**src/rtl/rtd_pkg.sv**
```systemverilog
// Shared constants, coefficient table and types for the RTD code to temperature pipeline.
package rtd_pkg;

  localparam int unsigned RAW_W      = 15;
  localparam int unsigned REF_W      = 18;
  localparam int unsigned NOM_W      = 15;
  localparam int unsigned TEMP_W     = 20;
  localparam int unsigned MUL_W      = RAW_W + REF_W;
  localparam int unsigned RATIO_W    = 34;
  localparam int unsigned DIV_STEPS  = 34;
  localparam int unsigned SQRT_W     = 52;
  localparam int unsigned SQRT_STEPS = SQRT_W / 2;
  localparam int unsigned ROOT_W     = SQRT_STEPS;
  localparam int unsigned ACC_W      = 37;
  localparam int unsigned U_W        = 24;
  localparam int unsigned PROD_W     = ACC_W + U_W + 1;
  localparam int unsigned HORNER_N   = 5;
  localparam int unsigned TROOT_W    = 19;

  localparam logic [RATIO_W-1:0] ONE_Q30   = 34'd1073741824;
  localparam logic [RATIO_W-1:0] RATIO_CAP = 34'd8589934592;

  localparam logic [35:0]        ROOT_C   = 36'd56396484375;
  localparam logic [ROOT_W-1:0]  KROOT    = 26'd39083000;
  localparam logic [SQRT_W-1:0]  KROOT_SQ = 52'd1527480889000000;

  localparam logic [27:0] RECIP_231  = 28'd148743457;
  localparam logic [6:0]  ROUND_ADD  = 7'd115;
  localparam logic [6:0]  HUNDRED    = 7'd100;

  localparam logic signed [ACC_W-1:0] POLY_C5 = 37'sd549186952;
  localparam logic signed [ACC_W-1:0] POLY_COEF [1:HORNER_N] = '{
    -37'sd793280926,
    -37'sd1061248623,
    37'sd4442542372,
    37'sd29833916579,
    37'sd0
  };

  localparam logic signed [TEMP_W-1:0] T_MIN_CENTI = -20'sd24202;
  localparam logic signed [TEMP_W-1:0] T_MAX_CENTI = 20'sd338400;

  typedef enum logic {
    REG_REFERENCE = 1'b0,
    REG_NOMINAL   = 1'b1
  } rtd_reg_e;

  typedef struct packed {
    logic               ovf;
    logic [RATIO_W-1:0] quot;
  } rtd_ratio_t;

  typedef struct packed {
    logic              ok;
    logic [ROOT_W-1:0] root;
    logic [29:0]       ratio_lo;
  } rtd_root_t;

endpackage

```
**src/rtl/rtd_ratio_div.sv**
```systemverilog
// Ratio stage: code times reference resistor, then a bit-per-stage division by the nominal.
module rtd_ratio_div import rtd_pkg::*; (
  input  logic             clk_i,
  input  logic             rst_ni,
  input  logic             en_i,
  input  logic             in_valid_i,
  input  logic [RAW_W-1:0] raw_i,
  input  logic [REF_W-1:0] ref_i,
  input  logic [NOM_W-1:0] nom_i,
  output logic             out_valid_o,
  output rtd_ratio_t       out_o
);

  logic [NOM_W-1:0]   nom_eff;
  logic [RAW_W-1:0]   raw_q;
  logic               raw_vld_q;
  logic [MUL_W-1:0]   mul_q;
  logic               mul_vld_q;
  logic [NOM_W-1:0]   rem_q  [0:DIV_STEPS];
  logic [RATIO_W-1:0] quo_q  [0:DIV_STEPS];
  logic               ovf_q  [0:DIV_STEPS];
  logic               vld_q  [0:DIV_STEPS];
  logic [13:0]        hi;

  assign nom_eff = (nom_i == '0) ? NOM_W'(1) : nom_i;
  assign hi      = mul_q[MUL_W-1:19];

  always_ff @(posedge clk_i or negedge rst_ni) begin
    if (!rst_ni) begin
      raw_vld_q <= 1'b0;
      mul_vld_q <= 1'b0;
      vld_q[0]  <= 1'b0;
    end else if (en_i) begin
      raw_vld_q <= in_valid_i;
      mul_vld_q <= raw_vld_q;
      vld_q[0]  <= mul_vld_q;
    end
  end

  always_ff @(posedge clk_i) begin
    if (en_i) begin
      raw_q    <= raw_i;
      mul_q    <= MUL_W'(raw_q) * MUL_W'(ref_i);
      rem_q[0] <= NOM_W'(hi);
      quo_q[0] <= {mul_q[18:0], 15'd0};
      ovf_q[0] <= ({1'b0, hi} >= nom_eff);
    end
  end

  for (genvar k = 1; k <= DIV_STEPS; k++) begin : g_step
    logic [NOM_W:0] trial;
    logic           take;

    assign trial = {rem_q[k-1], quo_q[k-1][RATIO_W-1]};
    assign take  = (trial >= {1'b0, nom_eff});

    always_ff @(posedge clk_i or negedge rst_ni) begin
      if (!rst_ni) begin
        vld_q[k] <= 1'b0;
      end else if (en_i) begin
        vld_q[k] <= vld_q[k-1];
      end
    end

    always_ff @(posedge clk_i) begin
      if (en_i) begin
        rem_q[k] <= take ? NOM_W'(trial - {1'b0, nom_eff}) : trial[NOM_W-1:0];
        quo_q[k] <= {quo_q[k-1][RATIO_W-2:0], take};
        ovf_q[k] <= ovf_q[k-1];
      end
    end
  end

  assign out_valid_o = vld_q[DIV_STEPS];
  assign out_o.ovf   = ovf_q[DIV_STEPS];
  assign out_o.quot  = quo_q[DIV_STEPS];

endmodule

```
**config.mk**
```make
export PLATFORM = sky130hd
export DESIGN_NAME = rtd_ratio_div
export DESIGN_NICKNAME = d
export VERILOG_FILES = /design/src/rtl/rtd_pkg.sv /design/src/rtl/rtd_ratio_div.sv
export SDC_FILE = /design/constraint.sdc
export NUM_CORES = 2
export LEC_CHECK = 0
export BUFFER_PORTS_ARGS = -buffer_cell sky130_fd_sc_hd__buf_2
export CAP_MARGIN = 30
export CORE_UTILIZATION = 45
export CTS_CLUSTER_DIAMETER = 60
export DETAILED_ROUTE_END_ITERATION = 12
export SLEW_MARGIN = 20
export SYNTH_ARGS = -nofsm -noshare
export SYNTH_HDL_FRONTEND = slang
export SYNTH_SLANG_ARGS = --single-unit
export TNS_END_PERCENT = 50
```
**constraint.sdc**
```tcl
create_clock -name clk_i -period 7.4 [get_ports clk_i]
set_clock_uncertainty 0.05 [all_clocks]
set_input_delay 0.37 -clock clk_i [delete_from_list [all_inputs] [get_ports clk_i]]
set_output_delay 0.37 -clock clk_i [all_outputs]
set_load 0.02 [all_outputs]
```
## After elaboration in Yosys (flattened, before gate mapping)

Memory sizes are Yosys's and may differ from the RTL's.
Index checks and enable logic that the tools add are counted.

| word-level totals | value |
|---|---|
| input bits | 52 |
| word-level logic and storage cells | 150 |
| memories | 3 |
| register bits after elaboration | 85 |
| memory bits (writable) | 1750 |

| operators by class | value |
|---|---|
| mux-type cells | 37 |
| add/subtract/negate cells | 34 |
| order comparisons | 35 |
| reductions and logical operators | 1 |
| $mul | 1 |

Memories:

| name | words | bits a word | read ports | clocked after memory_dff | wr ports | line | RTL |
|---|---|---|---|---|---|---|---|
| quo_q | 35 | 34 | 35 | 0 | 35 | rtd_ratio_div.sv:20 | `logic [RATIO_W-1:0] quo_q [0:DIV_STEPS];` |
| rem_q | 35 | 15 | 34 | 0 | 35 | rtd_ratio_div.sv:19 | `logic [NOM_W-1:0] rem_q [0:DIV_STEPS];` |
| ovf_q | 35 | 1 | 35 | 0 | 35 | rtd_ratio_div.sv:21 | `logic ovf_q [0:DIV_STEPS];` |

Operators by type and width:

| cell | number |
|---|---|
| >= comparator 16 x 15 -> 1 bit | 34 |
| two-way mux 15 bit | 35 |
| subtractor 15 bit | 34 |
| multiplier 15 x 18 -> 33 bit | 1 |
| >= comparator 14 x 15 -> 1 bit | 1 |
| zero test 15 bit | 1 |
| two-way mux 1 bit | 2 |

## Logic depth before layout (Yosys ltp)

| logic depth | value |
|---|---|
| depth in word-level cells | 4 |
| gate-level depth with buffers | 23 |

## Worst setup path before layout

Ideal clock, no wire load.

| timing | value |
|---|---|
| kind | reg-to-reg |
| from | reg raw_q[5] |
| to | reg mul_q[30], data pin |
| period minus slack after synthesis | 6.205 ns |
| cell stages (with the launch flop) | 24 |
| setup time | 0.259 ns |
| required time | 7.091 ns |
| slack | 1.195 ns |
| data arrival time | 5.895 ns |
| cells stage by stage | edfxtp_1 > clkbuf_1 > and2_1 > fa_1 > inv_1 > fa_1 > inv_1 > fa_1 > inv_1 > fa_1 > inv_1 > fa_1 > inv_1 > fa_1 > inv_1 > ha_1 > a211o_1 > o211ai_1 > o32ai_1 > o21ai_1 > o21ai_0 > a211oi_2 > o21ai_0 > xnor2_1 |

| between the ends | value |
|---|---|
| cells in the longest elaborated chain, start to end | 1 |

RTL lines:

| element | line | RTL |
|---|---|---|
| start, declared | rtd_ratio_div.sv:15 | `logic [RAW_W-1:0] raw_q;` |
| start signal, assigned | rtd_ratio_div.sv:42 | `raw_q <= raw_i;` |
| multiplier 15 x 18 -> 33 bit | rtd_ratio_div.sv:43 | `mul_q <= MUL_W'(raw_q) * MUL_W'(ref_i);` |
| end signal, assigned | rtd_ratio_div.sv:43 |  |
| end, declared | rtd_ratio_div.sv:17 | `logic [MUL_W-1:0] mul_q;` |

Every way passes these cells.
A chain may end at the register's enable or synchronous reset.

## Worst setup path in the final report

| timing | value |
|---|---|
| from | reg raw_q[8] |
| to | reg mul_q[30], data pin |

Same word-level chain as after synthesis.

==> results.sh <==
export IMPL_endpoint_kind="flop"
export IMPL_peakVddDrop_v=0.0003773
export IMPL_sw_frac_of_total_pct=37.97
export IMPL_cp_max_fo=18
export IMPL_vias_per_cell=5.387
export IMPL_io_pins=88
export IMPL_fp_dieW_um=420.3
export IMPL_placement_io_buffers=87
export IMPL_instances_no_fill=8968
export IMPL_synthArstFlopShare_pct=2.617
export IMPL_p_comb_share_pct=47.9
export IMPL_synthFlopType="edfxtp_1"
export IMPL_path_common_cell="fa_1"
export IMPL_worstSetupPathType="reg2reg"
export IMPL_rsz0062_at_grt="no"
export IMPL_setup_violations=0
export IMPL_fmax_mhz=147.9
export IMPL_synthDistinctLibCells=86
export IMPL_vias=48320
export IMPL_track_usage_pct=18.08
export IMPL_cp_required_ps=7870
export IMPL_core_um2=173800
export IMPL_drt_iter0_drc=3285
export IMPL_p_clk_share_pct=19.4
export IMPL_cts_tree="done"
export IMPL_status="finished, violations left"
export IMPL_grt_max_degree=171
export IMPL_p_int_mw=25.30
export IMPL_violations="design-rule violations"
export IMPL_dr_pass1_iters=9
export IMPL_synth_top_cell_by_area="edfxtp_1"
export IMPL_cts_max_level=4
export IMPL_p_sw_mw=15.49
export IMPL_clk_pin_slew_worst_paths_ps=60
export IMPL_drive_gt1_share_pct=10.41
export IMPL_hold_viol=0
export IMPL_synthCells=6287
export IMPL_multiInputGateArea_um2=34670
export IMPL_postCtsSetupBuffers=0
export IMPL_ys_warn_count=0
export IMPL_regArea_um2=42280
export IMPL_ant_nets=0
export IMPL_sequentialPowerShare_pct=32.7
export IMPL_hpwl_mm=108.9
export IMPL_netlist_area_um2=78740
export IMPL_syn_area_per_cell_um2=12.52
export IMPL_power_density_nw_per_um2=463.4
export IMPL_min_path_type="in2reg"
export IMPL_dp_cells=8645
export IMPL_drc_errors=4
export IMPL_grt_pass1_wl_mm=254.5
export IMPL_layout_setup_ws_ps=639.0
export IMPL_hold_ws_ps=72.07
export IMPL_fp_dieArea_um2=176700
export IMPL_clockRootBuffer="clkbuf_16"
export IMPL_die_h_um=420.3
export IMPL_placed_cell_area_um2=82380
export IMPL_relSlewSlack_pct=33.16
export IMPL_cap_violations=0
export IMPL_numCtsBuffers=164
export IMPL_start_util_pct=45.30
export IMPL_cts_buffer_depth=3
export IMPL_grt_ovfl_total=0
export IMPL_cpPeakStageDelay_ps=850
export IMPL_design_area_um2=88020
export IMPL_slowest_stage="edfxtp_1"
export IMPL_syn_nets=7198
export IMPL_synth_top_cell_area_share_pct=52.51
export IMPL_cellLeakagePower_nw=34.56
export IMPL_crit_path_start_kind="flop"
export IMPL_rows=153
export IMPL_synth_most_common_cell="edfxtp_1"
export IMPL_path_cells="nand2_1 > fa_1 > fa_1 > fa_1 > inv_1 > fa_1 > fa_1 > inv_1 > fa_1 > inv_1 > ha_1 > a21o_1 > a21oi_1 > nand3b_1 > o21ai_1 > o21ai_0 > a211oi_2 > o21ai_0 > xnor2_1"
export IMPL_cp_data_arrival_time_ps=7230
export IMPL_antenna_found_initial=1
export IMPL_synth_top_cells_by_count="1377 x edfxtp_1, 620 x ha_1, 584 x nand2_1, 472 x o21ai_0, 430 x a21oi_1"
export IMPL_reg2reg_slack_ps=640
export IMPL_tightest_slew_ps=1003
export IMPL_synth_edf_count=1377
export IMPL_drt_wl_total_mm=159.1
export IMPL_setup_tns_ps=0
export IMPL_fin_crit_ps=6761
export IMPL_ys_ff_latch=1414
export IMPL_clock_latency_ps=820
export IMPL_post_route_period_util_pct=91.36
export IMPL_fillers=15160
export IMPL_nNetsFinal=7420
export IMPL_clkSinkCount=1414
export IMPL_wl_per_cell_um=17.74
export IMPL_yosysSeqAreaShare_pct=53.69
export IMPL_drv_slew=0
export IMPL_area_growth_pct=11.78
export IMPL_place_gp_congestion=0.8635
export IMPL_dp_slack_ps=594.4
export IMPL_first_global_vias=47470
export IMPL_yosys_top_cells_area="edfxtp_1 53%, ha_1 9.9%, fa_1 6.1%"
stage by stage:
step                util (%)  power (mW)
floorplan                  -       28.37
global placement       47.36       32.48
detailed placement     47.39       32.85
CTS                    50.58       41.09
global route           50.63       44.20
finish                 50.64       40.79
power groups by stage:
stage               Combinational (mW)  Clock [mW]  Sequential, mW
global placement                  19.0           0            13.5
floorplan                         15.4           0            13.0
global route                      22.2        8.47            13.6
CTS                               19.5        8.19            13.4
detailed placement                19.4           0            13.5
finish                            19.5        7.91            13.4
path summary, 6_finish.rpt:
path | startpoint | to | depth (start not counted)
min in group asynchronous | rst_ni | vld_q[18] | 2
min reg2reg | quo_q[9][25] | quo_q[10][26] | 0
max | raw_q[8] | mul_q[30] | 19
max in group asynchronous | rst_ni | out_valid_o | 2
min | en_i | quo_q[19][16] | 1
max reg2reg | raw_q[8] | mul_q[30] | 19
logic make-up after synthesis:
kind of cell | synth area share (%)
AO/OA/AOI/OAI | 12.16
buffers and inverters | 2.420
multiplexers | 2.754
AND/OR/NAND/NOR | 8.720
XOR/XNOR | 4.327
flip-flops | 53.69
adder cells (fa/ha/maj) | 15.93
registers in the layout, indices dropped and copies added, names as in the netlist:
register     cells
raw_vld_q        1
quo_q          785
vld_q           34
raw_q           15
mul_vld_q        1
out_valid_o      1
mul_q           33
ovf_q           35
rem_q          509
critical path, delay by kind of cell, from the launching register on:
family	cells	cell delay, ps
AOI/OAI and AO/OA	6	1540
buffers and inverters	3	140
xor gates and xnor gates	1	150
adders and majority gates	7	3460
and+or+nand+nor	2	270
DFF	1	850
layout make-up:
type	instances	area share (%)
inverters	354	1.511
clock buffers	200	4.840
clock inverters	98	1.252
multi-input cells	4379	39.40
repair buffers	196	1.659
well taps	2325	3.305
diodes	2	0.005686
flip-flops and latches	1414	48.03
layout by cell type, fill, tap and decap left out, types with 86 or more instances in the layout:
cell type  count
a21o_1       135
a21oi_1      427
and2_1       153
buf_2         86
clkbuf_16    165
edfxtp_1    1377
fa_1         239
ha_1         620
inv_1        339
mux2_2       160
nand2_1      584
nor2_1       259
o21ai_0      472
xnor2_1      184
xor2_1       205
routing by layer:
metal	vias to the layer above	global-route usage, %	wire length (um)
met5	-	0	0
met4	0	5.085	3824
met3	241	2.741	6297
met2	888	28.72	72150
met1	23470	25.67	76820
li1	23720	-	-
what timing repair did:
item | in CTS | in global routing
hold buffers | 17 | 0
hold endpoints to repair | 53 | 0
resized for setup | 0 | 0
Note: power is estimated with default switching activity, not from simulation.
